[config.mk]
export PLATFORM = sky130hd
export DESIGN_NAME = pmra_evt_cnt
export DESIGN_NICKNAME = d
export VERILOG_FILES = /design/src/rtl/pmra_pkg.sv /design/src/rtl/pmra_evt_cnt.sv
export SDC_FILE = /design/constraint.sdc
export NUM_CORES = 1
export LEC_CHECK = 0
export BUFFER_PORTS_ARGS = -buffer_cell sky130_fd_sc_hd__buf_4
export CAP_MARGIN = 10
export CORE_MARGIN = 2
export CORE_UTILIZATION = 45
export DETAILED_ROUTE_END_ITERATION = 10
export GPL_TIMING_DRIVEN = 0
export PLACE_DENSITY_LB_ADDON = 0.1
export SYNTH_ARGS = -nofsm -noshare
export SYNTH_HDL_FRONTEND = slang
export SYNTH_SLANG_ARGS = --single-unit
[constraint.sdc]
create_clock -name clk_i -period 4.1 [get_ports clk_i]
set_input_delay 0.205 -clock clk_i [delete_from_list [all_inputs] [get_ports clk_i]]
set_output_delay 0.205 -clock clk_i [all_outputs]
set_load 0.03 [all_outputs]
[src/rtl/pmra_pkg.sv]
// Shared types, constants and address helpers for the pedestal accumulator.
package pmra_pkg;

  // Geometry of the digitizer system.
  localparam int BOARDS   = 10;
  localparam int CHIPS    = 4;
  localparam int CHANNELS = 9;
  localparam int SAMPLES  = 256;

  localparam int NCELLS  = BOARDS * CHIPS * CHANNELS * SAMPLES;
  localparam int CHIP_N  = BOARDS * CHIPS;
  localparam int CELL_AW = (NCELLS > 1) ? $clog2(NCELLS) : 1;
  localparam int CHIP_AW = (CHIP_N > 1) ? $clog2(CHIP_N) : 1;

  // Field widths.
  localparam int OP_W    = 2;
  localparam int BOARD_W = 4;
  localparam int CHIP_W  = 2;
  localparam int CHAN_W  = 4;
  localparam int SAMP_W  = 8;
  localparam int WORD_W  = 13;
  localparam int VAL_W   = 12;
  localparam int SUM_W   = 32;
  localparam int SQ_W    = 44;
  localparam int CNT_W   = 20;
  localparam int RMS_W   = 8;
  localparam int MINC_W  = 8;

  localparam logic [CNT_W-1:0] CNT_MAX = '1;

  // Configuration port.
  localparam int CFG_IW = 2;
  localparam int CFG_DW = 12;
  localparam logic [CFG_IW-1:0] REG_VALUE_MASK = 2'd0;
  localparam logic [CFG_IW-1:0] REG_MIN_COUNT  = 2'd1;
  localparam logic [VAL_W-1:0]  MASK_RESET     = 12'hFFF;
  localparam logic [MINC_W-1:0] MINC_RESET     = 8'd2;

  // Shared divider: on the RMS pass the numerator holds 400 times the variance term.
  localparam int DIV_NW = 73;
  localparam int DIV_DW = CNT_W + 1;
  localparam int DIV_CW = $clog2(DIV_NW + 1);
  localparam int LIM_W  = 53;

  typedef enum logic [OP_W-1:0] {
    OP_ACC  = 2'd0,
    OP_EVT  = 2'd1,
    OP_READ = 2'd2,
    OP_CLR  = 2'd3
  } op_e;

  typedef struct packed {
    op_e                op;
    logic [BOARD_W-1:0] board;
    logic [CHIP_W-1:0]  chip;
    logic [CHAN_W-1:0]  channel;
    logic [SAMP_W-1:0]  sample;
    logic [WORD_W-1:0]  word;
    logic               prev_hitbus;
    logic               next_hitbus;
  } req_t;

  typedef struct packed {
    logic [CNT_W-1:0] hits;
    logic [SQ_W-1:0]  sum_sq;
    logic [SUM_W-1:0] sum;
  } cell_t;

  typedef struct packed {
    logic              start;
    logic [DIV_NW-1:0] num;
    logic [DIV_DW-1:0] den;
  } div_req_t;

  typedef struct packed {
    logic              done;
    logic [DIV_NW-1:0] quot;
  } div_rsp_t;

  function automatic logic chip_ok(logic [BOARD_W-1:0] board, logic [CHIP_W-1:0] chip);
    return (32'(board) < BOARDS) && (32'(chip) < CHIPS);
  endfunction

  function automatic logic cell_ok(logic [BOARD_W-1:0] board, logic [CHIP_W-1:0] chip,
                                   logic [CHAN_W-1:0] channel, logic [SAMP_W-1:0] sample);
    return chip_ok(board, chip) && (32'(channel) < CHANNELS) && (32'(sample) < SAMPLES);
  endfunction

  function automatic logic [CHIP_AW-1:0] chip_idx(logic [BOARD_W-1:0] board,
                                                  logic [CHIP_W-1:0] chip);
    logic [31:0] idx;
    idx = 32'(board) * CHIPS + 32'(chip);
    return CHIP_AW'(idx);
  endfunction

  function automatic logic [CELL_AW-1:0] cell_addr(logic [BOARD_W-1:0] board,
                                                   logic [CHIP_W-1:0] chip,
                                                   logic [CHAN_W-1:0] channel,
                                                   logic [SAMP_W-1:0] sample);
    logic [31:0] idx;
    idx = ((32'(board) * CHIPS + 32'(chip)) * CHANNELS + 32'(channel)) * SAMPLES
          + 32'(sample);
    return CELL_AW'(idx);
  endfunction

endpackage

[src/rtl/pmra_evt_cnt.sv]
// Event counter memory, one entry per board and chip, with a registered read.
module pmra_evt_cnt (
  input  logic                          clk_i,
  input  logic                          we_i,
  input  logic [pmra_pkg::CHIP_AW-1:0]  addr_i,
  input  logic [pmra_pkg::CNT_W-1:0]    wdata_i,
  output logic [pmra_pkg::CNT_W-1:0]    rdata_o
);
  import pmra_pkg::*;

  logic [CNT_W-1:0] mem_q [CHIP_N];
  logic [CNT_W-1:0] rdata_q;

  // Read-first port: the read returns the entry before this cycle's write.
  always_ff @(posedge clk_i) begin
    if (we_i) begin
      mem_q[addr_i] <= wdata_i;
    end
    rdata_q <= mem_q[addr_i];
  end

  assign rdata_o = rdata_q;

endmodule

### Yosys cells after proc, flatten, opt, wreduce, memory -nomap -nowiden

Memories as Yosys holds them, arrays and structs flattened. A register that Yosys moved wholly into a read port is not among the register bits.
Index checks and enable logic that the tools add are counted.

* muxes and demuxes: 2

Operator list (count)
* two-way mux 1 bit: 2

* register bits: 0
* RAM bits: 800
* input port bits: 28
* output and inout port bits: 20
* word-level logic and storage cells: 3
* memories: 1

Memory list
* mem_q: words 40, width 20, read ports 1, clocked after memory_dff 1, wr ports 1, RTL line pmra_evt_cnt.sv:11 `logic [CNT_W-1:0] mem_q [CHIP_N];`

### Logic depth before layout (Yosys ltp)

* depth in word-level cells: 2
* depth in mapped cells: 10
* depth with buffers taken out: 5

### Worst setup path after synthesis

Ideal clock, no wire load.

* path type: in2reg
* start point: in addr_i[2] (netlist name)
* end point: mem mem_q[17][0], enable pin
* library setup time: 422 ps
* data arrival time: 2612 ps
* data required time: 3678 ps
* path slack: 1066 ps
* stages on the path: 7
* buffers on the path: 6
* cells stage by stage: buf_4 buf_6 buf_4 buf_4 buf_2 buf_2 nor3_1

RTL lines
* start: declaration: RTL line pmra_evt_cnt.sv:5 `input logic [pmra_pkg::CHIP_AW-1:0] addr_i,`
* end: declaration: RTL line pmra_evt_cnt.sv:11

No word-level cell before the write port.

### Worst setup path in the final report

* start point: in addr_i[5] (netlist name)
* end point: mem mem_q[38][14], enable pin

No word-level cell before the write port.

==> run_results.csv <==
group,metric,value,unit
status,status,"completed",
sta,timing.fmax,0.292,GHz
sta,rsz0062_at_grt,"no",
synth,synthesis.nets,1773,
sta,finalWorstPathRequiredPeriod,3.43,ns
floorplan,ioPinCount,48,
placement,gp_congestion,0.923,
sta,holdWs,0.0254,ns
setup_path,crit_path_cell_trace,"buf_4 -> clkbuf_1 -> clkbuf_1 -> clkbuf_1 -> nand2_1 -> nor2_4 -> buf_16",
placement,placed_cells,2743,
floorplan,coreArea,0.0689,mm2
clocking,numCtsBuffers,86,
clocking,cts_max_path_buffers,3,
floorplan,num_rows,96,
pwr,ir_drop,361,uV
synth,ys_seq_area_frac,0.777,
drt,drtIter0Drc,2859,
sta,finalSetupTns,0,ns
synth,avgSynthCellArea,18.0,um2
clocking,htree_levels,3,
final_layout,final_common_cell,"edfxtp_1",
drt,wl,112000,um
min_path,min_from,"wdata_i[19]",
clocking,numClockSinks,820,
clocking,clkLatencyLatePin,0.66,ns
placement,placed_cell_area,0.0336,mm2
sta,maxSlewHeadroom,0.136,
drt,wire_per_inst,38.4,um
sta,min_period_over_period,0.836,
placement,place_hpwl,69700,um
final_layout,syn_to_final_growth,15.6,%
floorplan,die_area,0.0720,mm2
pwr,total_power,18100,uW
clocking,clk_pin_slew,0.06,ns
floorplan,start_util,0.456,
setup_path,end_kind,"flip-flop",
synth,postSynth.asyncResetShare,0,
global_route,grt_pass1_wl,150000,um
drt,via_per_inst,6.54,
clocking,cts-root-buf,"clkbuf_16",
setup_path,crit_path_max_fanout,11,
run,max-cap-violations,0,
sta,maxSlewViolCount,0,
synth,synth_edf_count,800,
drt,vias,19000,
synth,syn_inst,1745,
global_route,antenna_found_initial,5,
final_layout,layout_common_cells,"edfxtp_1, mux2i_1, clkbuf_16, a221oi_1, buf_4",
final_layout,finalNetCount,1929,
pwr,powerDensity,497,mW/mm2
sta,hold_viol_final,0,
setup_path,max_stage_delay,0.78,ns
synth,yosysWarnings,0,
floorplan,die_w,268,um
setup_path,cp_slowest_cell,"clkbuf_1",
final_layout,fin_cells,2903,
global_route,grt_max_degree,41,
setup_path,startpoint,"addr_i[5]",
clocking,cts_tree,"yes",
synth,synthesis.area,0.0314,mm2
setup_path,start_kind,"primary input",
final_layout,fillers,5601,
sta,tightestPinTransition,1.30,ns
global_route,grt-ovfl-total,0,
setup_path,required,4.44,ns
setup_path,worst_path_most_repeated_cell,"clkbuf_1",
setup_path,r2r-start,"mem_q[12][10]",
clocking,cts_resized,0,
min_path,min_path_type,"primary input to flip-flop",
setup_path,critPathArrivalTime,3.77,ns
synth,ys.flop_type,"edfxtp_1",
floorplan,chipHeight,268,um
global_route,gr-usage-all-layers,0.313,
final_layout,final_area,0.0363,mm2
clocking,cts_hold_buffers,0,
clocking,post_cts_buffers,0,
pwr,power.leakage,0.0118,uW
drt,antenna_left,0,
global_route,grt_pass1_vias,17900,
final_layout,final_layout_size_suffix_gt1_frac,0.202,
sta,setup_viol,0,
final_layout,diodes,0,
sta,fin_skew,0.0242,ns
drt,first_pass_iters,6,
setup_path,critical_path_class,"primary input to flip-flop",
drt,drc_errors,0,
synth,post_synth_num_cell_types,57,
placement,portBuffers,44,
synth,synth-seq-cells,820,
## power by group
group | switching (uW) | leakage [uW] | internal, uW
Combinational | 904 | 0.00310 | 326
Sequential | 19.8 | 0.00737 | 9280
Clock | 3250 | 0.00134 | 4300
## critical path, delay by kind of cell
family                 cells  cell delay [ns]
buffers and inverters      5             2.44
and+or+nand+nor            2             1.08
## routing by layer
metal	track usage	routed length, um
met5	0	13
met4	0.126	4420
met3	0.0655	12400
met2	0.474	50000
met1	0.445	44700
## per-stage QoR
stage	util	setup WS [ns]
2_1_floorplan	-	1.07
3_3_place_gp	0.478	-2.22
3_5_place_dp	0.488	-0.0965
4_1_cts	0.527	0.574
5_1_grt	0.527	0.677
6_report	0.527	0.673
## synthesized netlist by cell type (3+ instances only)
| cell | number | area (um2) |
|---|---|---|
| edfxtp_1 | 800 | 24000 |
| buf_1 | 12 | 45.0 |
| mux2i_1 | 130 | 1300 |
| o2bb2ai_1 | 6 | 52.6 |
| buf_6 | 13 | 146 |
| nand4_1 | 11 | 68.8 |
| a21o_1 | 5 | 37.5 |
| o31ai_1 | 4 | 30.0 |
| o22a_1 | 10 | 87.6 |
| clkbuf_1 | 28 | 105 |
| a221oi_1 | 75 | 657 |
| nand2_1 | 55 | 206 |
| a21oi_1 | 34 | 170 |
| nor3_1 | 8 | 40.0 |
| mux4_2 | 28 | 631 |
| dfxtp_1 | 20 | 400 |
| o211ai_1 | 3 | 22.5 |
| nor2b_1 | 6 | 37.5 |
| a211oi_1 | 3 | 22.5 |
| o21a_1 | 3 | 22.5 |
| o21ai_0 | 53 | 265 |
| nor2_1 | 75 | 282 |
| and2_1 | 6 | 37.5 |
| o22ai_1 | 55 | 344 |
| buf_4 | 17 | 128 |
| a211o_1 | 3 | 26.3 |
| inv_1 | 3 | 11.3 |
| a221o_1 | 28 | 280 |
| and3_1 | 5 | 31.3 |
| o221ai_1 | 4 | 35.0 |
| mux2_2 | 49 | 552 |
| a31oi_1 | 10 | 62.6 |
| a32oi_1 | 5 | 43.8 |
| a22o_1 | 29 | 254 |
| buf_2 | 47 | 235 |
| nand2b_1 | 7 | 43.8 |
| nand3_1 | 13 | 65.1 |
| a22oi_1 | 54 | 405 |
## cell families after synthesis
logic type,count (synthesis),share of synthesized area
simple gates,200,0.0293
buf+inv,122,0.0216
flops,820,0.777
compound gates,393,0.0923
mux,210,0.0802
## registers in the layout, indices dropped and copies added, names as in the netlist
name / flops
rdata_o: 20
mem_q: 800
## final cells by class
class                   count  area, um2  share of cell area
well taps                 931       1160              0.0320
inverters                   5       18.8            0.000516
repair buffers             68        732              0.0201
plain buffers             117        659              0.0181
clock buffers             116       2400              0.0660
clock inverters            43        299             0.00823
flip-flops and latches    820      24400               0.672
multi-input cells         803       6650               0.183
## worst paths after layout
check | endpoint | slack, ns | depth (start not counted)
hold reg to reg | rdata_o[13] | 0.66 | 3
setup reg to reg | rdata_o[10] | 1.74 | 5
setup / recovery | mem_q[38][14] | 0.67 | 7
hold / removal | mem_q[12][19] | 0.03 | 1
Power figures use the tool's default switching activity.
