File: config.mk
export PLATFORM = sky130hd
export DESIGN_NAME = pmra_div
export DESIGN_NICKNAME = d
export VERILOG_FILES = /design/src/rtl/pmra_pkg.sv /design/src/rtl/pmra_div.sv
export SDC_FILE = /design/constraint.sdc
export NUM_CORES = 1
export LEC_CHECK = 0
export ABC_AREA = 1
export ABC_CLOCK_PERIOD_IN_PS = 3100
export BUFFER_PORTS_ARGS = -buffer_cell sky130_fd_sc_hd__buf_2
export CORE_MARGIN = 1.5
export CORE_UTILIZATION = 32
export CTS_CLUSTER_DIAMETER = 40
export CTS_CLUSTER_SIZE = 10
export DETAILED_ROUTE_END_ITERATION = 8
export PLACE_DENSITY_LB_ADDON = 0.3
export SLEW_MARGIN = 40
export SYNTH_ARGS = -nofsm -noshare
export SYNTH_HDL_FRONTEND = slang
export SYNTH_SLANG_ARGS = --single-unit
File: constraint.sdc
create_clock -name clk_i -period 3.1 [get_ports clk_i]
set_input_delay 0.31 -clock clk_i [delete_from_list [all_inputs] [get_ports clk_i]]
set_output_delay 0.31 -clock clk_i [all_outputs]
set_load 0.05 [all_outputs]
File: src/rtl/pmra_pkg.sv
// Shared types, constants and address helpers for the pedestal accumulator.
package pmra_pkg;

  // Geometry of the digitizer system.
  localparam int BOARDS   = 10;
  localparam int CHIPS    = 4;
  localparam int CHANNELS = 9;
  localparam int SAMPLES  = 256;

  localparam int NCELLS  = BOARDS * CHIPS * CHANNELS * SAMPLES;
  localparam int CHIP_N  = BOARDS * CHIPS;
  localparam int CELL_AW = (NCELLS > 1) ? $clog2(NCELLS) : 1;
  localparam int CHIP_AW = (CHIP_N > 1) ? $clog2(CHIP_N) : 1;

  // Field widths.
  localparam int OP_W    = 2;
  localparam int BOARD_W = 4;
  localparam int CHIP_W  = 2;
  localparam int CHAN_W  = 4;
  localparam int SAMP_W  = 8;
  localparam int WORD_W  = 13;
  localparam int VAL_W   = 12;
  localparam int SUM_W   = 32;
  localparam int SQ_W    = 44;
  localparam int CNT_W   = 20;
  localparam int RMS_W   = 8;
  localparam int MINC_W  = 8;

  localparam logic [CNT_W-1:0] CNT_MAX = '1;

  // Configuration port.
  localparam int CFG_IW = 2;
  localparam int CFG_DW = 12;
  localparam logic [CFG_IW-1:0] REG_VALUE_MASK = 2'd0;
  localparam logic [CFG_IW-1:0] REG_MIN_COUNT  = 2'd1;
  localparam logic [VAL_W-1:0]  MASK_RESET     = 12'hFFF;
  localparam logic [MINC_W-1:0] MINC_RESET     = 8'd2;

  // Shared divider: on the RMS pass the numerator holds 400 times the variance term.
  localparam int DIV_NW = 73;
  localparam int DIV_DW = CNT_W + 1;
  localparam int DIV_CW = $clog2(DIV_NW + 1);
  localparam int LIM_W  = 53;

  typedef enum logic [OP_W-1:0] {
    OP_ACC  = 2'd0,
    OP_EVT  = 2'd1,
    OP_READ = 2'd2,
    OP_CLR  = 2'd3
  } op_e;

  typedef struct packed {
    op_e                op;
    logic [BOARD_W-1:0] board;
    logic [CHIP_W-1:0]  chip;
    logic [CHAN_W-1:0]  channel;
    logic [SAMP_W-1:0]  sample;
    logic [WORD_W-1:0]  word;
    logic               prev_hitbus;
    logic               next_hitbus;
  } req_t;

  typedef struct packed {
    logic [CNT_W-1:0] hits;
    logic [SQ_W-1:0]  sum_sq;
    logic [SUM_W-1:0] sum;
  } cell_t;

  typedef struct packed {
    logic              start;
    logic [DIV_NW-1:0] num;
    logic [DIV_DW-1:0] den;
  } div_req_t;

  typedef struct packed {
    logic              done;
    logic [DIV_NW-1:0] quot;
  } div_rsp_t;

  function automatic logic chip_ok(logic [BOARD_W-1:0] board, logic [CHIP_W-1:0] chip);
    return (32'(board) < BOARDS) && (32'(chip) < CHIPS);
  endfunction

  function automatic logic cell_ok(logic [BOARD_W-1:0] board, logic [CHIP_W-1:0] chip,
                                   logic [CHAN_W-1:0] channel, logic [SAMP_W-1:0] sample);
    return chip_ok(board, chip) && (32'(channel) < CHANNELS) && (32'(sample) < SAMPLES);
  endfunction

  function automatic logic [CHIP_AW-1:0] chip_idx(logic [BOARD_W-1:0] board,
                                                  logic [CHIP_W-1:0] chip);
    logic [31:0] idx;
    idx = 32'(board) * CHIPS + 32'(chip);
    return CHIP_AW'(idx);
  endfunction

  function automatic logic [CELL_AW-1:0] cell_addr(logic [BOARD_W-1:0] board,
                                                   logic [CHIP_W-1:0] chip,
                                                   logic [CHAN_W-1:0] channel,
                                                   logic [SAMP_W-1:0] sample);
    logic [31:0] idx;
    idx = ((32'(board) * CHIPS + 32'(chip)) * CHANNELS + 32'(channel)) * SAMPLES
          + 32'(sample);
    return CELL_AW'(idx);
  endfunction

endpackage

File: src/rtl/pmra_div.sv
// Restoring divider, one quotient bit per cycle.
module pmra_div (
  input  logic               clk_i,
  input  logic               rst_ni,
  input  pmra_pkg::div_req_t req_i,
  output pmra_pkg::div_rsp_t rsp_o
);
  import pmra_pkg::*;

  logic [DIV_CW-1:0] cnt_q;
  logic              busy_q;
  logic [DIV_NW-1:0] num_q;
  logic [DIV_DW-1:0] rem_q;
  logic [DIV_DW-1:0] den_q;
  logic [DIV_DW:0]   trial;
  logic [DIV_DW:0]   diff;
  logic              ge;

  // Shift the next numerator bit into the partial remainder and try a subtract.
  always_comb begin
    trial = {rem_q, num_q[DIV_NW-1]};
    diff  = trial - {1'b0, den_q};
    ge    = trial >= {1'b0, den_q};
  end

  // Control state.
  always_ff @(posedge clk_i or negedge rst_ni) begin
    if (!rst_ni) begin
      busy_q <= 1'b0;
      cnt_q  <= '0;
    end else if (req_i.start) begin
      busy_q <= 1'b1;
      cnt_q  <= DIV_CW'(DIV_NW);
    end else if (busy_q) begin
      if (cnt_q != '0) begin
        cnt_q <= cnt_q - DIV_CW'(1);
      end else begin
        busy_q <= 1'b0;
      end
    end
  end

  // Datapath: the numerator register fills with quotient bits from the bottom.
  always_ff @(posedge clk_i) begin
    if (req_i.start) begin
      num_q <= req_i.num;
      den_q <= req_i.den;
      rem_q <= '0;
    end else if (busy_q && (cnt_q != '0)) begin
      rem_q <= ge ? diff[DIV_DW-1:0] : trial[DIV_DW-1:0];
      num_q <= {num_q[DIV_NW-2:0], ge};
    end
  end

  assign rsp_o.done = busy_q && (cnt_q == '0);
  assign rsp_o.quot = num_q;

endmodule

== After elaboration in Yosys (flattened, before gate mapping) ==
Index checks and enable logic that the tools add are counted.

* Register bits: 123
* Input port bits: 97
* Word-level logic and storage cells: 25

* $add $sub $neg: 2
* $lt $le $gt $ge: 1
* Muxes and demuxes: 9
* Reductions and logical operators: 8

{| class="wikitable"
|+ Operators by type and width
! operator !! count
|-
| $mux 73 || 2
|-
| $ge 22x21->1 || 1
|-
| $mux 21 || 1
|-
| $mux 7 || 3
|-
| $sub 21x21->21 || 1
|-
| $logic_not 7->1 || 1
|-
| $reduce_bool 7->1 || 1
|-
| $sub 7x1->7 const B || 1
|-
| $reduce_bool 2->1 || 3
|-
| $mux 1 || 3
|-
| $logic_and 1x1->1 || 2
|-
| $reduce_and 2->1 || 1
|}

== Longest topological paths before layout ==
Gate-level depths: netlist (run 1).

* Depth in word-level cells: 4
* Depth in mapped cells: 15

== Worst setup path after synthesis (run 1) ==
No wires, ideal clock.

* Path kind: register -> register
* From: register num_q[72]
* To: register rem_q[0]
* Setup time: 0.166 ns
* Data arrival time: 2.125 ns
* Setup slack: 0.808 ns
* Stages on the path, launching flop included: 14
* Path buffers: 1
* Cells stage by stage: edfxtp_1 > inv_1 > ha_1 > inv_1 > fa_1 > nand2_1 > nand3_2 > nand2_2 > nand2_4 > nand2_8 > buf_6 > nand3_1 > nand3_1 > o21ai_1

* Longest elaborated chain between the ends: 2
* Elaborated cells between the ends (all ways): 3
* Classes of those cells: 1 x add/sub; 1 x order compare; 1 x mux

{| class="wikitable"
|+ Ends and longest elaborated chain
! element !! RTL line !! text
|-
| from (decl) || pmra_div.sv:12 || <nowiki>logic [DIV_NW-1:0] num_q;</nowiki>
|-
| from (signal assigned) || pmra_div.sv:46 || <nowiki>num_q <= req_i.num;</nowiki>
|-
| from (signal assigned) || pmra_div.sv:51 || <nowiki>num_q <= {num_q[DIV_NW-2:0], ge};</nowiki>
|-
| $sub 21x21->21 or $ge 22x21->1 (tied branches) || pmra_div.sv:22, pmra_div.sv:23 ||
|-
| $mux 21 (*) || pmra_div.sv:50 || <nowiki>rem_q <= ge ? diff[DIV_DW-1:0] : trial[DIV_DW-1:0];</nowiki>
|-
| to (signal assigned) || pmra_div.sv:50 ||
|-
| to (decl) || pmra_div.sv:13 || <nowiki>logic [DIV_DW-1:0] rem_q;</nowiki>
|}

Mark *: on every way between the ends. The rest lies on a longest branch, timed or not.
A chain may end at the register's enable or synchronous reset.

== Final worst setup path (run 1) ==
* From: register num_q[72]
* To: register rem_q[4]

Same word-level chain as after synthesis.

==> results.toml, run 1 <==
[outcome]
status = "completed"

[setup_path]
path_cells = "inv_1 -> ha_1 -> inv_1 -> fa_1 -> nand2_1 -> nand3_2 -> nand2_2 -> nand2_4 -> nand2_8 -> nand2_8 -> nand2_1 -> nand3_1 -> o21ai_1"
cpLargestDelayFamily = "simple AND/OR/NAND/NOR gates"
endpoint_kind = "register"
r2r_slack_ns = 0.70
cp.required_ns = 3.44
slowest_delay_ns = 0.45
path_class = "register to register"
cp_max_fo = 24
rr_worst_depth = 13
cp-start-kind = "register"
slowest_stage = "fa_1"
critPathArrivalTime_ns = 2.74
worst-path-buf-inv = 2
path_depth = 13

[cells_and_area]
num-nets-final = 1135
final_area_mm2 = 0.008534
layout-drive-gt1-share_pct = 24.63
area_growth_syn_to_layout_pct = 24.40
finish.utilization_pct = 40.60

[synthesis]
avgSynthCellArea_um2 = 8.119
synth_area_leaders = "edfxtp_1 41%, nand2_1 21%, dfxtp_1 6.1%"
syn_inst = 845
yosysWarnings = 0
synth_seq_cells = 123
netlist-cell-type-count = 41
synth_ff_type = "edfxtp_1"
synth_edf_count = 94
synth_area_mm2 = 0.006860
yosysSeqAreaShare_pct = 50.19
synth_top_cell_area_share_pct = 41.15
yosysTopAreaCell = "edfxtp_1"
ys_async_sr_fraction_pct = 6.504
syn-num-nets = 966

[worst_hold_path]
hold_path_depth = 1
hp-class = "primary input to register"

[global_routing]
grt_pass1_vias = 5681
use_met1_pct = 21.03
antenna_found_initial = 1
grt_pass1_wl_mm = 28.61
use_met3_pct = 6.098
busiest_layer = "met2"
met2_usage_pct = 26.20
track_usage_pct = 16.51
grt_max_degree = 79
grt_overflow = 0

[clocking]
cts_buffers = 17
cts_tree = "built"
clockBufferDepth = 2
cts_max_level = 4
clk_latency_ns = 0.43
cts.repair.resized = 0
clock_sinks = 123
clockRootBuffer = "clkbuf_16"
clk_pin_slew_ns = 0.06

[floorplan]
start_util_pct = 32.63
die_w_um = 149.4
rows = 53
boundaryPins = 171
die_area_mm2 = 0.02233
core-area_mm2 = 0.02102
die_h_um = 149.4

[placement]
dp_slack_ns = 0.7241
dp_hpwl_mm = 12.20
place_congestion = 0.8340
placed_area_mm2 = 0.007956
io_buffers = 170

[sta]
grt_setup_unrepaired = "false"
relSlewSlack_pct = 45.28
setup_viol = 0
finalWorstSetupSlack_ns = 0.6966
hold_violations = 0
fin_skew_ns = 0.01722
timing.final.crit_period_ns = 2.403
slew_viol_final = 0
timing.final.crit_share_pct = 77.53
fmax_mhz = 416.1
setup_tns_ns = 0
worstMarginPinSlew_ns = 0.8207

[routing]
drc = 0
wire_per_inst_um = 13.34
ant_nets = 0
drt_iter0_markers = 296
drt_pass1_iterations = 5
via_per_inst = 4.385
via_count = 5714
wirelength_mm = 17.39

[pwr]
leakagePower_nw = 4.442
p_per_area_mw_per_mm2 = 745.1
ir_worst_vdd_mv = 0.3545

[run]
drv_cap = 0
## final timing paths
check,from,end
min in group asynchronous,rst_ni,cnt_q[2]
worst min-delay path,req_i[0],den_q[0]
max in group asynchronous,rst_ni,cnt_q[1]
worst max-delay path,num_q[72],rem_q[4]
worst min register to register,rem_q[15],rem_q[15]
worst max register to register,num_q[72],rem_q[4]
## where the power goes
group          leakage (nW)  total [mW]  internal [mW]  switching [mW]
Combinational          2.89        2.28          0.758            1.52
Sequential             1.28        2.15           2.01           0.131
Clock                 0.274        1.93           1.12           0.812
Total                  4.44        6.36           3.89            2.46
## Yosys cell counts, types with 11 or more instances
cell type / n
clkbuf_1: 13
dfxtp_1: 21
edfxtp_1: 94
a21oi_1: 13
nand2_1: 377
inv_1: 104
nor2_1: 36
nand3b_1: 11
nand2_2: 11
nand3_2: 13
nand3_1: 52
ha_1: 23
## sequential cells by signal, indices dropped and copies added (netlist names)
name and flops:
den_q 21, cnt_q 7, rem_q 21, num_q 73
busy_q 1
## timing repair
item,4_1_cts,5_1_grt
hold buffers,1,0
endpoints found under the hold margin,8,0
buffers inserted,0,0
## area by class of cell
cell class	instances	area [um2]
Sequential cell	123	3443
Multi-Input combinational cell	585	2849
Clock inverter	14	136.4
Inverter	111	416.7
Clock buffer	18	429.2
Fill cell	2132	12490
Antenna cell	1	2.502
Tap cell	275	344.1
Timing Repair Buffer	176	913.4
## through the flow
step | hold WS (ns) | instances | power, mW
after global placement | 0.1660 | 1269 | 4.441
after floorplan | 0.01441 | 845 | 4.012
final | 0.05829 | 1303 | 6.359
after CTS | 0.03287 | 1302 | 6.431
after global routing | 0.03328 | 1302 | 6.796
after detailed placement | 0.1691 | 1269 | 4.454
## routing by layer
layer  part of all wire (%)  vias to the layer above
li1                       -                     3006
met1                     45                     2546
met2                     46                      149
met3                    7.5                       11
met4                   0.85                        2
met5                  0.075                        -
## logic make-up after synthesis
kind of cell               synth area share (%)
xor gates and xnor gates                  1.021
DFF                                       50.19
AOI/OAI and AO/OA                         3.228
adders and majority gates                 4.487
buffers and inverters                     8.389
and+or+nand+nor                           32.68
## layout by cell type (no fill, tap or decap), types with 2 or more instances in the layout
cell type,instances
o21ai_2,2
clkbuf_16,17
nand3b_1,11
o21a_1,2
a21oi_1,13
dfrtp_1,8
buf_2,169
buf_4,5
a21oi_2,2
nand2_2,11
xnor2_1,8
ha_1,23
nor2_1,36
nor2_2,3
nand2_4,2
clkinv_4,2
nor2_4,3
nand2_8,2
o21ai_0,6
nand3_1,52
inv_1,104
clkinvlp_4,2
nand2_1,376
inv_6,6
nand4_1,3
clkinv_2,2
edfxtp_1,94
dfxtp_1,21
inv_2,6
nand3_2,13
o21ai_1,8
Power figures use the tool's default switching activity.
==> inputs of run 2 (changes only) <==
--- a/config.mk
+++ b/config.mk
@@ -6,7 +6,7 @@
 export NUM_CORES = 1
 export LEC_CHECK = 0
 export ABC_AREA = 1
-export ABC_CLOCK_PERIOD_IN_PS = 3100
+export ABC_CLOCK_PERIOD_IN_PS = 2100
 export BUFFER_PORTS_ARGS = -buffer_cell sky130_fd_sc_hd__buf_2
 export CORE_MARGIN = 1.5
 export CORE_UTILIZATION = 32
==> constraint.sdc (replaced) <==
create_clock -name clk_i -period 2.1 [get_ports clk_i]
set_input_delay 0.21 -clock clk_i [delete_from_list [all_inputs] [get_ports clk_i]]
set_output_delay 0.21 -clock clk_i [all_outputs]
set_load 0.05 [all_outputs]
==> run 2 against run 1 <==
  * Utilization is 3.5 points higher
  * Power is 62% higher
  * Final cell count is 3.5% higher
  * Clock power is 60% higher
  * Design area is 8.7% higher
  * Setup slack worse by 0.58 ns
  * Sequential share of layout area is 3.2 points lower
  * First-iteration DRC count is 2.0% higher
  * Sequential power is 49% higher
  * Critical path depth is 3 higher
==> results.toml, run 2 (synthesis gave the netlist of run 1 again) <==
[outcome]
status = "completed"

[floorplan]
start_util_pct = 32.63
core-area_mm2 = 0.02102
boundaryPins = 171
die_area_mm2 = 0.02233
die_w_um = 149.4
rows = 53
die_h_um = 149.4

[placement]
io_buffers = 170
dp_hpwl_mm = 12.84
dpl.cell_count = 1281
place_congestion = 0.8456

[routing]
drt_iter0_markers = 302
via_per_inst = 4.511
ant_nets = 0
wire_per_inst_um = 13.97
wirelength_mm = 18.83
via_count = 6081
drc = 0
drt_pass1_iterations = 6

[cells_and_area]
largest_register_ffs = 73
multi_input_area_mm2 = 0.003137
area_growth_syn_to_layout_pct = 35.24
most-common-layout-cells = "369 x nand2_1, 169 x buf_2, 102 x inv_1"
top_register = "num_q"
final_cells = 1348
layout-drive-gt1-share_pct = 29.08
reg_top3 = "num_q: 73 flops, den_q: 21 flops, rem_q: 21 flops"
antenna_cells = 0
num-nets-final = 1182
seqCellArea_mm2 = 0.003443
fillers = 2085
final_common_cell = "nand2_1"

[pwr]
ir_worst_vdd_mv = 0.6763
pwr-share-comb_pct = 39.2
switchingPower_mw = 3.951
seq_power_share_pct = 31.0
internal_power_mw = 6.365
leakagePower_nw = 4.743
p_per_area_mw_per_mm2 = 1112
swShare_pct = 38.30
clock_power_share_pct = 29.8

[global_routing]
grt_overflow = 0
use_met3_pct = 5.457
met2_usage_pct = 26.96
antenna_found_initial = 1
busiest_layer = "met2"
grt_max_degree = 57
use_met1_pct = 21.76
grt_pass1_wl_mm = 29.08
grt_pass1_vias = 5702
track_usage_pct = 16.74

[clocking]
clockRootBuffer = "clkbuf_16"
clock_sinks = 123
clk_latency_ns = 0.42
clk_pin_slew_ns = 0.07
cts_max_level = 4
cts_buffers = 17
cts_tree = "built"
clockBufferDepth = 2

[setup_path]
r2r_slack_ns = 0.12
cp_max_fo = 12
rr_worst_depth = 16
path_class = "register to register"
r2r_start = "den_q[7]"
critPathArrivalTime_ns = 2.29
cp.required_ns = 2.41
r2r_end = "rem_q[20]"
cp-start-kind = "register"
endpoint_kind = "register"

[sta]
hold_violations = 0
worstMarginPinSlew_ns = 0.5377
fmax_mhz = 504.5
timing.final.crit_period_ns = 1.982
setup_viol = 0
hold_slack_ns = 0.05714
timing.final.crit_share_pct = 94.39
setup_tns_ns = 0
relSlewSlack_pct = 64.12
fin_skew_ns = 0.009414
slew_viol_final = 0

[worst_hold_path]
holdCritStartpoint = "req_i[64]"
hold_path_depth = 3
hp-class = "primary input to register"
hold_path_end = "num_q[43]"

[run]
drv_cap = 0
run 2: changes by cell type in the layout (fill, tap and decap cells not counted), sizes merged:
cell	before	now
nand2	391	397
clkbuf	18	17
dlygate4sd3	1	22
buf	175	195
diode	1	0
bufinv	1	3
clkinv	5	3
run 2: timing repair:
action | CTS | global route
buffers inserted | 0 | 8
gates cloned | 1 | 5
resized for setup | 0 | 41
endpoints found under the setup margin | 12 | 22
hold endpoints to repair | 29 | 0
pin swaps | 1 | 14
hold buffers | 22 | 0
run 2: metal layers:
metal	wire (um)	vias to the layer above
li1	-	3106
met1	8592	2771
met2	8690	185
met3	1317	17
met4	221	2
met5	10	-
run 2: layout make-up:
class	instances	share of cell area (%)
Tap cell	275	3.709
Inverter	111	4.491
Multi-Input combinational cell	591	33.81
Timing Repair Buffer	217	14.31
Clock inverter	14	1.982
Sequential cell	123	37.11
Clock buffer	17	4.585
run 2: worst max path at each step:
| stage | start | to | slack, ns |
|---|---|---|---|
| 6_report | den_q[7] | rem_q[20] | 0.12 |
| 4_1_cts | den_q[15] | rem_q[16] | 0.02 |
| 3_5_place_dp | num_q[72] | rem_q[6] | -0.0002 |
| 5_1_grt | den_q[7] | rem_q[20] | -0.03 |
| 2_1_floorplan | num_q[72] | rem_q[2] | -0.09 |
| 3_3_place_gp | den_q[15] | rem_q[12] | 0.05 |
run 2: through the flow:
stage          worst slack [ns]  total power, mW  utilization, %  instance area, um2
2_1_floorplan          -0.08912            5.940               -                6885
3_3_place_gp            0.04885            6.735           38.56                8107
3_5_place_dp         -0.0001543            6.744           38.56                8107
4_1_cts                 0.01693            9.939           42.56                8947
5_1_grt                -0.03210            10.94           44.13                9278
6_report                 0.1178            10.32           44.13                9278
run 2: worst max-delay path: stages, from the launching register on:
cell and delay, ns:
edfxtp_1 0.36, inv_1 0.08, ha_2 0.31, nand2_2 0.15, nor2_4 0.06, inv_2 0.04
nor2_1 0.03, nand2_1 0.07, nand2_2 0.06, nor2_4 0.19, buf_6 0.14, buf_12 0.13
nand3_1 0.07, nand2_1 0.06, inv_1 0.04, nand2_1 0.05, nand2_1 0.04
run 2: power groups by stage:
stage	clock network [mW]	logic [mW]	registers, mW
after global placement	0	3.51	3.22
final	3.08	4.04	3.20
after CTS	3.17	3.58	3.18
after floorplan	0	2.26	3.68
after detailed placement	0	3.52	3.22
after global routing	3.25	4.45	3.24
==> inputs of run 3 (changes only) <==
--- a/config.mk
+++ b/config.mk
@@ -8,8 +8,8 @@
 export ABC_AREA = 1
 export ABC_CLOCK_PERIOD_IN_PS = 2100
 export BUFFER_PORTS_ARGS = -buffer_cell sky130_fd_sc_hd__buf_2
-export CORE_MARGIN = 1.5
-export CORE_UTILIZATION = 32
+export CORE_MARGIN = 3
+export CORE_UTILIZATION = 49
 export CTS_CLUSTER_DIAMETER = 40
 export CTS_CLUSTER_SIZE = 10
 export DETAILED_ROUTE_END_ITERATION = 8
==> constraint.sdc (replaced) <==
create_clock -name clk_i -period 2.1 [get_ports clk_i]
set_input_delay 0.21 -clock clk_i [delete_from_list [all_inputs] [get_ports clk_i]]
set_output_delay 0.21 -clock clk_i [all_outputs]
set_load 0.1 [all_outputs]
==> run 3 against run 2 <==
  * Combinational power up 11%
  * Via count down 0.21%
  * Setup slack worse by 0.020 ns
  * Power up 1.9%
  * Clock power down 8.8%
  * Clock skew down 0.0027 ns
  * Flip-flop and latch count unchanged
  * Routed wire length down 6.3%
  * Register-to-register slack worse by 0.02 ns
  * Largest cell class unchanged
  * Highest routed layer is now met4
==> results.toml, run 3 (synthesis gave the netlist of run 1 again) <==
[floorplan]
die_w_um = 124.3
boundaryPins = 171
rows = 42
die_h_um = 124.3
core-area_mm2 = 0.01345
die_area_mm2 = 0.01546
start_util_pct = 51.00

[cells_and_area]
largest_register_ffs = 73
final_cells = 1253
most-common-layout-cells = "372 x nand2_1, 169 x buf_2, 102 x inv_1"
reg_top3 = "num_q: 73 flops, den_q: 21 flops, rem_q: 21 flops"
layout-drive-gt1-share_pct = 28.72
top_register = "num_q"
final_area_mm2 = 0.009102
area_growth_syn_to_layout_pct = 32.68
final_common_cell = "nand2_1"
num-nets-final = 1184

[pwr]
leakagePower_nw = 4.742
ir_worst_vdd_mv = 0.8744
p_per_area_mw_per_mm2 = 1155

[setup_path]
endpoint_kind = "register"
cp-start-kind = "register"
cpLargestDelayFamily = "simple AND/OR/NAND/NOR gates"
cp_common_cell = "nand2_1"
worst-path-buf-inv = 2
path_class = "register to register"
path_cells = "inv_1 -> ha_2 -> nand2_1 -> inv_1 -> nand2_1 -> o21ai_1 -> nand2_1 -> nand3_1 -> nand3_2 -> nand3_1 -> nand2_1"
slowest_delay_ns = 0.40
slowest_stage = "ha_2"
critPathArrivalTime_ns = 2.30
cp.required_ns = 2.40
cp_max_fo = 4

[run]
drv_cap = 0

[sta]
timing.final.crit_share_pct = 95.33
hold_violations = 0
worstMarginPinSlew_ns = 0.6500
slew_viol_final = 0
grt_setup_unrepaired = "true"
setup_viol = 0
relSlewSlack_pct = 56.67
timing.final.crit_period_ns = 2.002
fin_skew_ns = 0.006759
finalWorstSetupSlack_ns = 0.09803
fmax_mhz = 499.5
hold_slack_ns = 0.06689

[global_routing]
antenna_found_initial = 0
grt_overflow = 0
grt_pass1_wl_mm = 28.43
grt_max_degree = 79
track_usage_pct = 22.62
grt_pass1_vias = 5911

[clocking]
clk_pin_slew_ns = 0.06
cts_tree = "built"
clockRootBuffer = "clkbuf_16"
clock_sinks = 123
clockBufferDepth = 2
clk_latency_ns = 0.41
cts_max_level = 4
cts_buffers = 17

[outcome]
status = "completed"

[placement]
io_buffers = 170
dp_hpwl_mm = 12.45
placed_area_mm2 = 0.008058
place_congestion = 0.9175
dp_slack_ns = 0.04463
dpl.cell_count = 1185

[routing]
via_count = 6068
wirelength_mm = 17.65
wire_per_inst_um = 14.09
via_per_inst = 4.843
drt_pass1_iterations = 4
drc = 0
ant_nets = 0
drt_iter0_markers = 329

[worst_hold_path]
hp-class = "primary input to register"
-- run 3: area by class of cell --
class                   instances  area (um2)
multi-input cells             587        3087
clock buffers                  20       446.7
flip-flops and latches        123        3443
repair buffers                223        1364
diodes                          1       2.502
clock inverters                12       122.6
inverters                     111       416.7
fillers                      1128        4350
well taps                     176       220.2
-- run 3: per-stage QoR --
| stage | power (mW) | utilization, % | TNS, ns |
|---|---|---|---|
| final | 10.51 | 67.66 | 0 |
| after global routing | 11.12 | 67.64 | -0.1473 |
| after CTS | 10.24 | 65.85 | 0 |
| after detailed placement | 7.334 | 59.90 | 0 |
| after global placement | 7.293 | 59.90 | 0 |
| after floorplan | 6.546 | - | -6.340 |
-- run 3: worst paths after layout --
check	depth (start not counted)	slack, ns	to	from
setup / recovery	11	0.1	rem_q[11]	den_q[6]
hold / removal	3	0.07	num_q[47]	req_i[68]
setup reg to reg	11	0.1	rem_q[11]	den_q[6]
hold reg to reg	2	0.47	rem_q[14]	rem_q[14]
max in group asynchronous	2	1.74	cnt_q[1]	rst_ni
min in group asynchronous	2	0.18	cnt_q[2]	rst_ni
-- run 3: worst register-to-register path, delay by kind of cell (launching register included) --
kind / cells / cell delay (ns)
compound gates: 1 / 0.40
buf+inv: 2 / 0.14
fa+ha+maj: 1 / 0.40
simple gates: 7 / 0.62
flops: 1 / 0.32
-- run 3: metal layers --
| metal | track usage (%) | vias up | wire, um | part of all wire, % |
|---|---|---|---|---|
| met4 | 7.028 | 0 | 282 | 1.6 |
| met3 | 7.247 | 25 | 1266 | 7.2 |
| met1 | 28.59 | 2734 | 7514 | 43 |
| met5 | 0 | - | 0 | 0 |
| met2 | 37.12 | 199 | 8591 | 49 |
| li1 | - | 3110 | - | - |
-- run 3: where the power goes --
group	leakage (nW)	switching [mW]	internal, mW
Clock	0.273	1.04	1.77
Combinational	3.19	3.00	1.50
Sequential	1.28	0.225	2.98
Total	4.74	4.27	6.24
-- run 3: timing repair --
item / 4_1_cts / 5_1_grt
endpoints found under the setup margin: 1 / 21
resized for setup: 0 / 25
hold buffers: 22 / 0
cloned: 1 / 1
buffers inserted: 0 / 11
endpoints found under the hold margin: 29 / 0
pin swaps: 2 / 8
